`src/design/h264_fu_a_packetizer_core_assert.svh`:
```
// assertion macros for the fu-a packetizer
`ifndef H264_FU_A_PACKETIZER_CORE_ASSERT_SVH
`define H264_FU_A_PACKETIZER_CORE_ASSERT_SVH

// same-cycle implication, disabled during reset
`define H264FU_ASSERT_NOW(label, clk, rst, ante, cons) \
   label: assert property (@(posedge clk) disable iff (rst) (ante) |-> (cons)) \
      else $error("h264fu assertion failed");

// next-cycle implication, disabled during reset
`define H264FU_ASSERT_NEXT(label, clk, rst, ante, cons) \
   label: assert property (@(posedge clk) disable iff (rst) (ante) |=> (cons)) \
      else $error("h264fu assertion failed");

`endif

```
`src/design/h264fu_pkg.sv`:
```
// types and constants shared by the fu-a packetizer modules
package h264fu_pkg;

   // result queue geometry
   localparam int RSP_DEPTH    = 8;
   localparam int RSP_PTR_BITS = 3;
   localparam int RSP_CNT_BITS = 4;
   localparam int MAX_PUSH     = 3;
   localparam int PUSH_BITS    = 2;

   // fu-a codes
   localparam logic [7:0] FU_A_TYPE  = 8'd28;
   localparam logic [7:0] NRI_MASK   = 8'hE0;
   localparam logic [7:0] TYPE_MASK  = 8'h1F;
   localparam logic [7:0] START_BIT  = 8'h80;
   localparam logic [7:0] END_BIT    = 8'h40;

   // payload limit
   localparam logic [15:0] LIMIT_FLOOR = 16'd3;
   localparam logic [15:0] LIMIT_RESET = 16'd1420;
   localparam logic [15:0] FU_OVERHEAD = 16'd2;

   typedef struct packed {
      logic [7:0]  payload_byte;
      logic        packet_first;
      logic        packet_last;
      logic        marker;
      logic [31:0] stamp;
      logic [7:0]  kind;
      logic [7:0]  channel;
      logic        run_last;
   } rsp_type;

endpackage

```
`src/design/h264_fu_a_packetizer_core.sv`:
```
// top level of the h.264 fu-a packetizer
// Takes one NAL byte per item, header byte first; the size, marker, timestamp,
// kind and channel are captured on the byte flagged req_nal_first. A NAL no
// larger than csr max_payload (floored at 3) passes through as one packet with
// the caller's marker. A larger NAL has its header byte held back and is cut
// into fu-a fragments of at most max_payload-2 data bytes, each led by an fu
// indicator and an fu header (start bit on the first, end bit and marker on
// the last). The fragment split is fixed at the first data byte of each
// fragment from the current register value. Rate: one input byte is taken
// per cycle unless req_stall; each input produces 0, 1 or 3 result items
// into an 8-entry result queue that drains one item per cycle unless
// rsp_stall. A byte that opens a fragment yields three items, so long runs of
// small fragments are limited by the single output port; req_stall rises
// while fewer than three queue slots are free. A byte with nal_first low and
// no open NAL is dropped, and a new nal_first abandons an unfinished NAL. csr
// writes are always ready and must only happen while the block is idle.
`include "h264_fu_a_packetizer_core_assert.svh"

module h264_fu_a_packetizer_core #(
   parameter int SIZE_BITS = 24
) (
   input  logic                 clock,
   input  logic                 reset,

   // configuration: max_payload
   input  logic                 csr_valid,
   output logic                 csr_ready,
   input  logic [15:0]          csr_data,

   // nal byte items
   input  logic                 req_valid,
   output logic                 req_stall,
   input  logic [7:0]           req_nal_byte,
   input  logic                 req_nal_first,
   input  logic [SIZE_BITS-1:0] req_nal_size,
   input  logic                 req_frame_marker,
   input  logic [31:0]          req_stamp_in,
   input  logic [7:0]           req_kind_in,
   input  logic [7:0]           req_channel_in,

   // payload byte items
   output logic                 rsp_valid,
   input  logic                 rsp_stall,
   output logic [7:0]           rsp_payload_byte,
   output logic                 rsp_packet_first,
   output logic                 rsp_packet_last,
   output logic                 rsp_marker,
   output logic [31:0]          rsp_stamp_out,
   output logic [7:0]           rsp_kind_out,
   output logic [7:0]           rsp_channel_out,
   output logic                 rsp_run_last
);

   // configuration register
   logic [15:0]          max_payload_ff;

   // packetizer state
   logic                 fragmenting_ff, fragmenting_in;
   logic [SIZE_BITS-1:0] bytes_left_ff, bytes_left_in;
   logic [15:0]          frag_count_ff, frag_count_in;
   logic [7:0]           header_hold_ff, header_hold_in;
   logic                 first_frag_ff, first_frag_in;
   logic                 final_frag_ff, final_frag_in;
   logic [31:0]          stamp_hold_ff, stamp_hold_in;
   logic                 marker_hold_ff, marker_hold_in;
   logic [7:0]           kind_hold_ff, kind_hold_in;
   logic [7:0]           channel_hold_ff, channel_hold_in;

   // per-item working values
   logic                 req_take;
   logic                 space_ok;
   logic [15:0]          limit;
   logic [SIZE_BITS:0]   limit_ext;
   logic [SIZE_BITS-1:0] size_fix;
   logic                 size_fits;
   logic [15:0]          frag_cur;
   logic [15:0]          frag_next;
   logic                 final_cur;
   logic [h264fu_pkg::PUSH_BITS-1:0] push_n;
   h264fu_pkg::rsp_type  push_item [h264fu_pkg::MAX_PUSH];
   h264fu_pkg::rsp_type  base_item;
   h264fu_pkg::rsp_type  out_item;

   assign csr_ready = 1'b1;
   assign req_stall = !space_ok;
   assign req_take  = req_valid && space_ok;

   always_ff @(posedge clock) begin
      if (reset) begin
         max_payload_ff <= h264fu_pkg::LIMIT_RESET;
      end else if (csr_valid && csr_ready) begin
         max_payload_ff <= csr_data;
      end
   end

   // effective limit and first-byte size check
   assign limit     = (max_payload_ff < h264fu_pkg::LIMIT_FLOOR) ? h264fu_pkg::LIMIT_FLOOR
                                                                 : max_payload_ff;
   assign limit_ext = (SIZE_BITS + 1)'(limit);
   assign size_fix  = (req_nal_size == '0) ? SIZE_BITS'(1) : req_nal_size;
   assign size_fits = (SIZE_BITS + 1)'(size_fix) <= limit_ext;

   always_comb begin
      fragmenting_in  = fragmenting_ff;
      bytes_left_in   = bytes_left_ff;
      frag_count_in   = frag_count_ff;
      header_hold_in  = header_hold_ff;
      first_frag_in   = first_frag_ff;
      final_frag_in   = final_frag_ff;
      stamp_hold_in   = stamp_hold_ff;
      marker_hold_in  = marker_hold_ff;
      kind_hold_in    = kind_hold_ff;
      channel_hold_in = channel_hold_ff;
      frag_cur        = frag_count_ff;
      final_cur       = final_frag_ff;
      frag_next       = frag_count_ff - 16'd1;
      push_n          = '0;

      if (req_take && req_nal_first) begin
         stamp_hold_in   = req_stamp_in;
         marker_hold_in  = req_frame_marker;
         kind_hold_in    = req_kind_in;
         channel_hold_in = req_channel_in;
      end

      // fields common to every result of this item use the updated holds
      base_item              = '0;
      base_item.stamp        = stamp_hold_in;
      base_item.kind         = kind_hold_in;
      base_item.channel      = channel_hold_in;
      for (int k = 0; k < h264fu_pkg::MAX_PUSH; k++) begin
         push_item[k] = base_item;
      end

      if (req_take) begin
         if (req_nal_first) begin
            bytes_left_in = size_fix - SIZE_BITS'(1);
            if (size_fits) begin
               // whole nal in one packet
               fragmenting_in            = 1'b0;
               push_item[0].payload_byte = req_nal_byte;
               push_item[0].packet_first = 1'b1;
               push_item[0].packet_last  = size_fix == SIZE_BITS'(1);
               push_item[0].marker       = req_frame_marker;
               push_item[0].run_last     = 1'b1;
               push_n                    = h264fu_pkg::PUSH_BITS'(1);
            end else begin
               // hold the header, no output
               fragmenting_in = 1'b1;
               header_hold_in = req_nal_byte;
               frag_count_in  = '0;
               first_frag_in  = 1'b1;
               final_frag_in  = 1'b0;
            end
         end else if (bytes_left_ff != '0) begin
            bytes_left_in = bytes_left_ff - SIZE_BITS'(1);
            if (!fragmenting_ff) begin
               push_item[0].payload_byte = req_nal_byte;
               push_item[0].packet_last  = bytes_left_ff == SIZE_BITS'(1);
               push_item[0].marker       = marker_hold_ff;
               push_item[0].run_last     = 1'b1;
               push_n                    = h264fu_pkg::PUSH_BITS'(1);
            end else begin
               if (frag_count_ff == '0) begin
                  // new fragment: size it from the current limit
                  if ((SIZE_BITS + 1)'(bytes_left_ff) + (SIZE_BITS + 1)'(2) > limit_ext) begin
                     frag_cur  = limit - h264fu_pkg::FU_OVERHEAD;
                     final_cur = 1'b0;
                  end else begin
                     frag_cur  = bytes_left_ff[15:0];
                     final_cur = 1'b1;
                  end
                  first_frag_in = 1'b0;
               end
               frag_next     = frag_cur - 16'd1;
               final_frag_in = final_cur;

               if (frag_count_ff == '0) begin
                  // fu indicator, fu header, then the data byte
                  push_item[0].payload_byte = (header_hold_ff & h264fu_pkg::NRI_MASK)
                                              | h264fu_pkg::FU_A_TYPE;
                  push_item[0].packet_first = 1'b1;
                  push_item[0].marker       = final_cur;
                  push_item[1].payload_byte = (first_frag_ff ? h264fu_pkg::START_BIT : 8'h00)
                                              | (final_cur ? h264fu_pkg::END_BIT : 8'h00)
                                              | (header_hold_ff & h264fu_pkg::TYPE_MASK);
                  push_item[1].marker       = final_cur;
                  push_item[2].payload_byte = req_nal_byte;
                  push_item[2].packet_last  = frag_next == '0;
                  push_item[2].marker       = final_cur;
                  push_item[2].run_last     = 1'b1;
                  push_n                    = h264fu_pkg::PUSH_BITS'(3);
               end else begin
                  push_item[0].payload_byte = req_nal_byte;
                  push_item[0].packet_last  = frag_next == '0;
                  push_item[0].marker       = final_cur;
                  push_item[0].run_last     = 1'b1;
                  push_n                    = h264fu_pkg::PUSH_BITS'(1);
               end

               if (bytes_left_ff == SIZE_BITS'(1)) begin
                  // nal done
                  fragmenting_in = 1'b0;
                  frag_count_in  = '0;
               end else begin
                  frag_count_in = frag_next;
               end
            end
         end
         // stray byte with no open nal: dropped
      end
   end

   always_ff @(posedge clock) begin
      if (reset) begin
         fragmenting_ff  <= 1'b0;
         bytes_left_ff   <= '0;
         frag_count_ff   <= '0;
         header_hold_ff  <= '0;
         first_frag_ff   <= 1'b0;
         final_frag_ff   <= 1'b0;
         stamp_hold_ff   <= '0;
         marker_hold_ff  <= 1'b0;
         kind_hold_ff    <= '0;
         channel_hold_ff <= '0;
      end else begin
         fragmenting_ff  <= fragmenting_in;
         bytes_left_ff   <= bytes_left_in;
         frag_count_ff   <= frag_count_in;
         header_hold_ff  <= header_hold_in;
         first_frag_ff   <= first_frag_in;
         final_frag_ff   <= final_frag_in;
         stamp_hold_ff   <= stamp_hold_in;
         marker_hold_ff  <= marker_hold_in;
         kind_hold_ff    <= kind_hold_in;
         channel_hold_ff <= channel_hold_in;
      end
   end

   // result queue decouples the byte input from the packet output
   h264fu_rsp_fifo u_rsp_fifo (
      .clock     (clock),
      .reset     (reset),
      .push_n    (push_n),
      .push_item (push_item),
      .space_ok  (space_ok),
      .out_valid (rsp_valid),
      .out_stall (rsp_stall),
      .out_item  (out_item)
   );

   assign rsp_payload_byte = out_item.payload_byte;
   assign rsp_packet_first = out_item.packet_first;
   assign rsp_packet_last  = out_item.packet_last;
   assign rsp_marker       = out_item.marker;
   assign rsp_stamp_out    = out_item.stamp;
   assign rsp_kind_out     = out_item.kind;
   assign rsp_channel_out  = out_item.channel;
   assign rsp_run_last     = out_item.run_last;

   // an open fragmented nal always has bytes still to come
   `H264FU_ASSERT_NOW(a_frag_has_bytes, clock, reset, fragmenting_ff, bytes_left_ff != '0)
   // the current fragment never runs past the end of the nal
   `H264FU_ASSERT_NOW(a_frag_within_nal, clock, reset, fragmenting_ff,
      SIZE_BITS'(frag_count_ff) <= bytes_left_ff)
   // a nal that fits leaves the block unfragmented with a single result
   `H264FU_ASSERT_NEXT(a_fit_single, clock, reset,
      req_take && req_nal_first && size_fits, !fragmenting_ff)

endmodule

```
`src/design/h264fu_rsp_fifo.sv`:
```
// result queue: takes up to three items a cycle, gives one a cycle while out_stall is low
`include "h264_fu_a_packetizer_core_assert.svh"

module h264fu_rsp_fifo (
   input  logic                                 clock,
   input  logic                                 reset,
   input  logic [h264fu_pkg::PUSH_BITS-1:0]     push_n,
   input  h264fu_pkg::rsp_type                  push_item [h264fu_pkg::MAX_PUSH],
   output logic                                 space_ok,
   output logic                                 out_valid,
   input  logic                                 out_stall,
   output h264fu_pkg::rsp_type                  out_item
);

   h264fu_pkg::rsp_type                    entry_ff [h264fu_pkg::RSP_DEPTH];
   logic [h264fu_pkg::RSP_PTR_BITS-1:0]    wr_ptr_ff, wr_ptr_in;
   logic [h264fu_pkg::RSP_PTR_BITS-1:0]    rd_ptr_ff, rd_ptr_in;
   logic [h264fu_pkg::RSP_CNT_BITS-1:0]    count_ff, count_in;
   logic                                   pop;

   // room for a worst-case item of three results
   assign space_ok  = count_ff <= h264fu_pkg::RSP_CNT_BITS'(h264fu_pkg::RSP_DEPTH
                                                          - h264fu_pkg::MAX_PUSH);
   assign out_valid = count_ff != '0;
   assign out_item  = entry_ff[rd_ptr_ff];
   assign pop       = out_valid && !out_stall;

   always_comb begin
      wr_ptr_in = wr_ptr_ff + h264fu_pkg::RSP_PTR_BITS'(push_n);
      rd_ptr_in = pop ? rd_ptr_ff + 1'b1 : rd_ptr_ff;
      count_in  = count_ff + h264fu_pkg::RSP_CNT_BITS'(push_n)
                  - h264fu_pkg::RSP_CNT_BITS'(pop);
   end

   always_ff @(posedge clock) begin
      if (reset) begin
         wr_ptr_ff <= '0;
         rd_ptr_ff <= '0;
         count_ff  <= '0;
      end else begin
         wr_ptr_ff <= wr_ptr_in;
         rd_ptr_ff <= rd_ptr_in;
         count_ff  <= count_in;
      end
   end

   always_ff @(posedge clock) begin
      for (int k = 0; k < h264fu_pkg::MAX_PUSH; k++) begin
         if (h264fu_pkg::PUSH_BITS'(k) < push_n) begin
            entry_ff[h264fu_pkg::RSP_PTR_BITS'(wr_ptr_ff + h264fu_pkg::RSP_PTR_BITS'(k))]
               <= push_item[k];
         end
      end
   end

   `H264FU_ASSERT_NOW(a_push_has_room, clock, reset, push_n != '0, space_ok)
   `H264FU_ASSERT_NEXT(a_stalled_head_holds, clock, reset,
      out_valid && out_stall, out_valid && $stable(rd_ptr_ff))
   `H264FU_ASSERT_NOW(a_count_in_range, clock, reset, 1'b1,
      count_ff <= h264fu_pkg::RSP_CNT_BITS'(h264fu_pkg::RSP_DEPTH))

endmodule
```
`config.mk`:
```
export PLATFORM = sky130hd
export DESIGN_NAME = h264_fu_a_packetizer_core
export DESIGN_NICKNAME = d
export VERILOG_FILES = /design/src/design/h264fu_pkg.sv /design/src/design/h264_fu_a_packetizer_core.sv /design/src/design/h264fu_rsp_fifo.sv
export VERILOG_INCLUDE_DIRS = /design/src /design/src/design
export SDC_FILE = /design/constraint.sdc
export NUM_CORES = 1
export LEC_CHECK = 0
export BUFFER_PORTS_ARGS = -buffer_cell sky130_fd_sc_hd__buf_2
export CELL_PAD_IN_SITES_DETAIL_PLACEMENT = 0
export CELL_PAD_IN_SITES_GLOBAL_PLACEMENT = 2
export CORE_MARGIN = 2
export CORE_UTILIZATION = 45
export CTS_BUF_LIST = sky130_fd_sc_hd__clkbuf_16
export DETAILED_ROUTE_END_ITERATION = 10
export PLACE_DENSITY = 0.83
export SKIP_LAST_GASP = 1
export SYNTH_ARGS = -nofsm -noshare
export SYNTH_HDL_FRONTEND = slang
export SYNTH_SLANG_ARGS = --single-unit
```
`constraint.sdc`:
```
create_clock -name clock -period 11 [get_ports clock]
set_clock_uncertainty 0.15 [all_clocks]
set_input_delay 1.1 -clock clock [delete_from_list [all_inputs] [get_ports clock]]
set_output_delay 1.1 -clock clock [all_outputs]
set_load 0.05 [all_outputs]
```
Word-level counts from Yosys, hierarchy flattened
Memories as Yosys holds them, arrays and structs flattened. A register that Yosys moved wholly into a read port is not among the register bits.
Index checks and enable logic that the tools add are counted.

word-level totals
  bits in registers = 126
  bits in latches = 0
  bits in writable memories = 480
  ROM bits = 0
  input bits = 103
  output and inout port bits = 63
  logic and storage cells = 147
  memories kept = 1

memories
  memory               depth  width  rd ports  clocked after Yosys merged registers in  write ports  line                   source
  u_rsp_fifo.entry_ff  8      60     1         1                                        3            h264fu_rsp_fifo.sv:15  h264fu_pkg::rsp_type entry_ff [h264fu_pkg::RSP_DEPTH];

cells by class
  add/sub/neg operators = 11
  multiply operators = 0
  divide/modulo/power cells = 0
  order comparisons = 7
  equality and inequality tests = 3
  shifts and indexed selects = 0
  muxes and demuxes = 91
  bitwise gates (word level) = 3
  reductions and logical operators = 17

operators with widths
  kind                                                          number
  2-to-1 mux 16 bit                                             12
  2-to-1 mux 8 bit                                              13
  2-to-1 mux 24 bit                                             3
  equality test 24 x 1 -> 1 bit (second input constant)         2
  subtractor 24 x 1 -> 24 bit (second input constant)           2
  2-to-1 mux 11 bit                                             4
  2-to-1 mux 1 bit                                              42
  zero test 16 bit                                              2
  2-to-1 mux 32 bit                                             1
  adder 24 x 2 -> 25 bit (second input constant)                1
  greater-than comparator 25 x 16 -> 1 bit                      1
  less-or-equal comparator 24 x 16 -> 1 bit                     1
  zero test 24 bit                                              1
  nonzero test 24 bit                                           1
  2-to-1 mux 2 bit                                              11
  2-to-1 mux 9 bit                                              2
  less-than comparator 16 x 2 -> 1 bit (second input constant)  1
  subtractor 16 x 1 -> 16 bit (second input constant)           1
  subtractor 16 x 2 -> 16 bit (second input constant)           1
  OR 8 x 5 -> 8 bit                                             1
  OR 8 x 7 -> 8 bit                                             1
  2-to-1 mux 7 bit                                              1
  adder 3 x 1 -> 3 bit (second input constant)                  2
  2-to-1 mux 3 bit                                              2
  other kinds (17)                                              23

Depth between registers and ports, before layout
Gate-level depths: netlist of run 1.

  depth in word-level cells = 17
  mapped depth = 23
  mapped depth without buffers = 23

Modules after synthesis
From an unflattened synthesis of run 1, not the netlist that was laid out.

unflattened totals
  cell total of the unflattened synthesis = 4541
  area, all modules = 40844.2 um2

by module, submodules not included
  module                     times used  cells an instance  area an instance (um2)  sequential area each (um2)
  h264fu_rsp_fifo            1           3423               32668.8                 14674.1
  h264_fu_a_packetizer_core  1           1118               8175.3                  2322.2

Worst setup path before layout of run 1
Ideal clock, no wire load.

  path kind = input to register
  from = input req_nal_size[12]
  to = memory u_rsp_fifo.entry_ff[1][0] (netlist name), enable pin
  library setup time = 519 ps
  arrival time = 5266 ps
  data required time = 10331 ps
  slack = 5065 ps
  stages = 20
  path buffers = 1
  cells stage by stage = or4_1 -> nand4b_1 -> nor2_1 -> a21o_1 -> inv_1 -> ha_1 -> nor2b_1 -> o21a_1 -> o21a_1 -> o21a_1 -> o21a_1 -> o21ai_0 -> a21oi_1 -> o21ai_0 -> a31oi_4 -> inv_1 -> and3_1 -> nor3_1 -> clkbuf_1 -> inv_1

RTL lines
  what                line                             source
  start: declaration  h264_fu_a_packetizer_core.sv:35  input logic [SIZE_BITS-1:0] req_nal_size,
  end: declaration    h264fu_rsp_fifo.sv:15

==> results.yml, run 1 <==
floorplanning:
  start_util_pct: 45.7
  ios: 166
  rows: 93
  die_x_um: 260
  dieArea_sq_um: 67800
  coreArea_sq_um: 64700
  die_y_um: 260
critical_path:
  critPathArrivalTime_ns: 7.29
  crit_fanout: 19
  cpPeakStageDelay_ns: 0.67
  cp_top_family: "simple AND/OR/NAND/NOR gates"
  cp_slowest_cell: "nor3_4"
  cp_num_cells: 22
  end_kind: "flip-flop"
  worst_r2r_path_depth: 22
  path_common_cell: "ha_1"
  startpoint_type: "flip-flop"
  timing.critical_path.buf_inv: 1
  path_cells: "ha_1 > nand4_1 > or2_2 > nor2_1 > xnor2_1 > ha_1 > nand4_1 > or4_1 > and2_2 > a21o_2 > nor3_4 > o21ai_0 > a21oi_1 > ha_1 > inv_1 > a311oi_1 > and2_0 > nand2_1 > a211o_1 > a221o_1 > nor4_2 > a221o_1"
  required_ns: 11.32
  path_class: "flip-flop to flip-flop"
synthesis:
  ys_types: 96
  synth_seq_area_share_pct: 57.2
  synth_largest_area_cell: "edfxtp_1"
  synth_fp_nets: 2596
  async_flop_share_pct: 0
  ys_ff_latch: 609
  ys_warn_count: 0
  synth_top_cell_area_share_pct: 47.9
  synth_edf_count: 472
  netlist_instances: 2438
  yosys-top-cells-area: "edfxtp_1 48%, dfxtp_1 9.3%, mux4_2 9.1%, nor2_1 7.3%, mux2i_1 2.5%"
  ys.flop_type: "edfxtp_1"
  synth_area_sq_um: 29600
  avgSynthCellArea_sq_um: 12.1
timing:
  hold_violations: 0
  drv_slew: 0
  tns_ns: 0
  tightest_slew_ns: 1.23
  slew_headroom_pct: 17.6
  fmax_ghz: 0.143
  layout_worst_path_cycle_share_pct: 63.4
  setup_slack_ns: 4.03
  setup_viol: 0
  rsz0062_at_grt: "false"
  fin_crit_ns: 6.97
layout:
  layout.nets: 2674
  design_area_sq_um: 33000
  diodes: 0
  fin_cells: 3424
  area_growth_syn_to_layout_pct: 11.7
  layout-drive-gt1-share_pct: 20.3
  fill_cells: 5697
global_route:
  first_global_vias: 20700
  grt_max_degree: 82
  grt_pass1_wl_mm: 125
  antenna_found_initial: 2
  track_usage_pct: 24.6
  grt.overflow.total: 0
detailed_routing:
  viasPerCell: 5.89
  ant_nets: 0
  drc: 0
  wl_mm: 82.9
  post_drt_wl_per_cell_um: 24.2
  drt_first_pass_iters: 5
  drtIter0Drc: 1647
  vias: 20200
power:
  vdd_drop_max_mv: 0.118
  total_power_mw: 7.33
  leakage_nw: 10.9
  p_per_area_nw_per_um2: 222
place:
  placed_cell_area_sq_um: 31000
  port_buffers: 164
  dp.cells: 3302
  hpwlAfterDp_mm: 51.1
  place_ws_ns: 3.95
  gp_congestion: 0.927
hold_path:
  hold_path_class: "flip-flop to flip-flop"
  hold_path_depth: 2
clock_tree:
  cts_setup_buffers: 0
  clockRootBuffer: "clkbuf_16"
  h-tree-depth: 3
  cts.sinks: 609
  cts_resized: 0
  path_clk_slew_ns: 0.06
  cts_buffers: 67
  hold_buffers: 0
  cts_tree: "yes"
  worstSkewPairLatency_ns: 0.60
  clockBufferDepth: 3
flow_run:
  maxCapViolCount: 0
run_status:
  status: "completed"
## layout by cell type (no fill, tap or decap), types with 20 or more instances in the layout
cell type and count:
o21ai_0 78, a21oi_1 56, a22o_1 20, o22ai_1 21, nor2_1 574, nand4_1 23
nor3_1 46, buf_2 163, ha_1 53, dfxtp_1 134, inv_1 62, nand2_1 82
mux2_2 63, xnor2_1 40, clkbuf_16 70, edfxtp_1 472, nand3_1 34, buf_4 30
a22oi_1 54, mux2i_1 73, mux4_2 120
## cell usage after synthesis (7+ instances only)
master,count
nor2_1,574
edfxtp_1,472
dfxtp_1,137
clkbuf_1,128
mux4_2,120
nand2_1,82
o21ai_0,79
mux2i_1,73
mux2_2,63
a21oi_1,56
a22oi_1,54
inv_1,54
ha_1,53
nor3_1,53
xnor2_1,40
nand3_1,34
buf_1,23
nand4_1,23
o22ai_1,21
a22o_1,20
xor2_1,19
buf_2,16
nor4_1,16
or3_1,16
a221oi_1,14
o211ai_1,13
or4_1,12
buf_6,11
o31ai_1,11
and3_1,9
o21a_1,9
o2bb2ai_1,9
a21o_1,7
and2_1,7
## final cells by class
type / count / area, sq um / share of cell area, %
Multi-Input combinational cell: 1590 / 11700 / 35.4
Timing Repair Buffer: 194 / 1060 / 3.21
Sequential cell: 609 / 16900 / 51.3
Tap cell: 855 / 1070 / 3.24
Clock buffer: 70 / 1750 / 5.31
Clock inverter: 52 / 308 / 0.932
Inverter: 54 / 203 / 0.614
## path summary, 6_finish.rpt
kind              slack [ns]                  startpoint                         end
hold reg to reg         0.31  u_rsp_fifo.entry_ff[3][51]  u_rsp_fifo.entry_ff[3][51]
setup reg to reg        4.03            bytes_left_ff[2]  u_rsp_fifo.entry_ff[0][50]
setup / recovery        4.03            bytes_left_ff[2]  u_rsp_fifo.entry_ff[0][50]
hold / removal          0.31  u_rsp_fifo.entry_ff[3][51]  u_rsp_fifo.entry_ff[3][51]
## where the power goes
group	switching (mW)	total [mW]	internal [mW]
logic	1.55	2.42	0.870
registers	0.182	2.79	2.61
clock network	0.914	2.11	1.20
## sequential cells by signal, indices dropped and copies added, names as in the netlist, named ones only
name	flops
fragmenting_ff	1
first_frag_ff	1
max_payload_ff	16
channel_hold_ff	8
u_rsp_fifo.entry_ff	480
u_rsp_fifo.wr_ptr_ff	3
marker_hold_ff	1
kind_hold_ff	8
frag_count_ff	16
final_frag_ff	1
u_rsp_fifo.count_ff	4
header_hold_ff	8
stamp_hold_ff	32
bytes_left_ff	24
u_rsp_fifo.rd_ptr_ff	3
## stage by stage
step / hold slack [ns] / utilization, %
floorplan: 0.270 / -
global placement: 0.289 / 47.9
detailed placement: 0.294 / 47.9
CTS: 0.310 / 51.0
global route: 0.332 / 51.0
finish: 0.311 / 51.0
## cells by family (layout without fill, tap and decap cells)
family	Yosys count	in the layout	synth area share (%)
AND/OR/NAND/NOR	874	874	13.1
flip-flops	609	609	57.2
AO/OA/AOI/OAI	345	345	8.11
multiplexers	256	256	14.0
buffers and inverters	239	370	3.48
XOR/XNOR	59	59	1.75
adder cells (fa/ha/maj)	55	55	2.38
other	1	1	0.0127
## routing by layer
metal / track usage [%] / vias to the layer above / part of all wire [%]
met2: 42.8 / 702 / 50
li1: - / 9219 / -
met3: 3.60 / 168 / 6.0
met4: 9.37 / 2 / 3.2
met5: 0 / - / 0.013
met1: 31.0 / 10100 / 41
## worst min-delay path: stages, from the launching register on
cell     delay, ns
dfxtp_1       0.33
nand2_1       0.04
o21ai_0       0.06
Note: power is estimated with default switching activity, not from simulation.
==> inputs of run 2 (changes only) <==
- CORE_UTILIZATION: 45 -> 38
- PLACE_DENSITY: 0.83 -> 0.75
- clock period: 11 -> 5.97 ns (I/O delays scaled with it)
==> results.yml, run 2 (same netlist as run 1, synthesis figures left out) <==
detailed_routing:
  drt_first_pass_iters: 6
  wl_met2_mm: 44.7
  vias: 20500
  viasPerCell: 5.60
  drc: 0
  drtIter0Drc: 1688
  top_layer_used: "met5"
  ant_nets: 0
  met3_length_mm: 4.77
  wl_mm: 87.5
  met1_length_mm: 35.6
  post_drt_wl_per_cell_um: 23.9
layout:
  top_regs: "u_rsp_fifo.entry_ff: 480 flops, stamp_hold_ff: 32 flops, bytes_left_ff: 24 flops"
  final_cell_mix: "574 x nor2_1, 472 x edfxtp_1, 163 x buf_2, 134 x dfxtp_1, 120 x mux4_2"
  fill_cells: 7133
  largest-register: "u_rsp_fifo.entry_ff"
  largest_reg_flops: 480
  design_area_sq_um: 34000
  area_growth_syn_to_layout_pct: 14.9
  fin_cells: 3667
  final_core_util_pct: 44.0
  layout-drive-gt1-share_pct: 22.3
  layout_commonest_cell: "nor2_1"
  layout.nets: 2724
  multi_input_area_sq_um: 11700
  regArea_sq_um: 16900
power:
  p_per_area_nw_per_um2: 411
  vdd_drop_max_mv: 0.196
  leakage_nw: 11.3
  total_power_mw: 14.0
timing:
  setup_viol: 0
  tns_ns: 0
  fin_crit_ns: 5.61
  drv_slew: 0
  tightest_slew_ns: 1.15
  rsz0062_at_grt: "false"
  layout_worst_path_cycle_share_pct: 93.9
  setup_slack_ns: 0.364
  hold_violations: 0
  slew_headroom_pct: 23.2
  whs_ns: 0.0619
  fmax_ghz: 0.178
critical_path:
  cpPeakStageDelay_ns: 0.56
  timing.rr.end: "u_rsp_fifo.entry_ff[0][50]"
  critPathArrivalTime_ns: 5.93
  cp_top_family: "simple AND/OR/NAND/NOR gates"
  crit_start: "bytes_left_ff[1]"
  cp_num_cells: 19
  rrSetupSlack_ns: 0.36
  endpoint: "u_rsp_fifo.entry_ff[0][50]"
  rr_startpoint: "bytes_left_ff[1]"
  crit_fanout: 14
  timing.critical_path.buf_inv: 1
  required_ns: 6.29
  path_class: "flip-flop to flip-flop"
  end_kind: "flip-flop"
  worst_r2r_path_depth: 19
  cp_slowest_cell: "or4_1"
  path_cells: "ha_2 > nand4_1 > or2_2 > nor2_1 > xnor2_1 > ha_1 > nand4_1 > or4_1 > and2_2 > a21o_2 > buf_4 > o311ai_1 > o311ai_0 > nor3b_1 > xnor2_1 > or4_1 > a211o_1 > nor2_4 > a221o_1"
  startpoint_type: "flip-flop"
place:
  gp_congestion: 0.873
  port_buffers: 164
  placed_cell_area_sq_um: 31700
  dp.cells: 3534
  place_ws_ns: 0.147
  hpwlAfterDp_mm: 55.0
hold_path:
  hold_path_class: "input pin to flip-flop"
clock_tree:
  cts_tree: "yes"
  cts_buffers: 70
  clockRootBuffer: "clkbuf_16"
  cts_resized: 0
  cts.sinks: 609
  cts_setup_buffers: 0
  path_clk_slew_ns: 0.06
  h-tree-depth: 3
  clockBufferDepth: 3
  hold_buffers: 0
  worstSkewPairLatency_ns: 0.62
global_route:
  grt.overflow.total: 0
  grt_max_degree: 68
  first_global_vias: 20900
  grt_pass1_wl_mm: 132
  antenna_found_initial: 3
  track_usage_pct: 21.7
run_status:
  status: "completed"
floorplanning:
  dieArea_sq_um: 80100
  die_x_um: 283
  ios: 166
  die_y_um: 283
  start_util_pct: 38.3
  rows: 102
  coreArea_sq_um: 77200
flow_run:
  maxCapViolCount: 0
[run 2: area by class of cell]
class | count | share of cell area (%)
Inverter | 54 | 0.597
Clock buffer | 71 | 5.23
Clock inverter | 59 | 1.36
Timing Repair Buffer | 241 | 4.64
Sequential cell | 609 | 49.8
Antenna cell | 3 | 0.0221
Tap cell | 1040 | 3.83
Multi-Input combinational cell | 1590 | 34.5
[run 2: per-layer routing]
metal / GRT usage [%] / vias to the layer above
met5: 0 / -
met4: 6.98 / 2
met3: 3.03 / 139
met2: 38.1 / 649
met1: 27.6 / 10400
li1: - / 9312
[run 2: worst reg2reg max path, delay by kind of cell (launching register included)]
family | cells | cell delay [ns]
flops | 1 | 0.34
fa+ha+maj | 2 | 0.51
xor+xnor | 2 | 0.25
compound gates | 5 | 1.45
buf+inv | 1 | 0.19
simple gates | 9 | 2.58
[run 2: power breakdown]
| part | switching, mW | internal [mW] | leakage (nW) |
|---|---|---|---|
| logic | 3.01 | 1.70 | 4.78 |
| clock network | 1.76 | 2.40 | 1.14 |
| registers | 0.277 | 4.80 | 5.36 |
[run 2: worst min path at each step]
stage	start	end	slack [ns]	cells after the start
after floorplan	u_rsp_fifo.entry_ff[3][51]	u_rsp_fifo.entry_ff[3][51]	0.27	2
after global placement	u_rsp_fifo.entry_ff[3][51]	u_rsp_fifo.entry_ff[3][51]	0.29	2
after detailed placement	u_rsp_fifo.entry_ff[7][51]	u_rsp_fifo.entry_ff[7][51]	0.30	1
after CTS	csr_data[2]	max_payload_ff[2]	0.03	3
after global routing	csr_data[2]	max_payload_ff[2]	0.06	3
final	csr_data[2]	max_payload_ff[2]	0.06	3
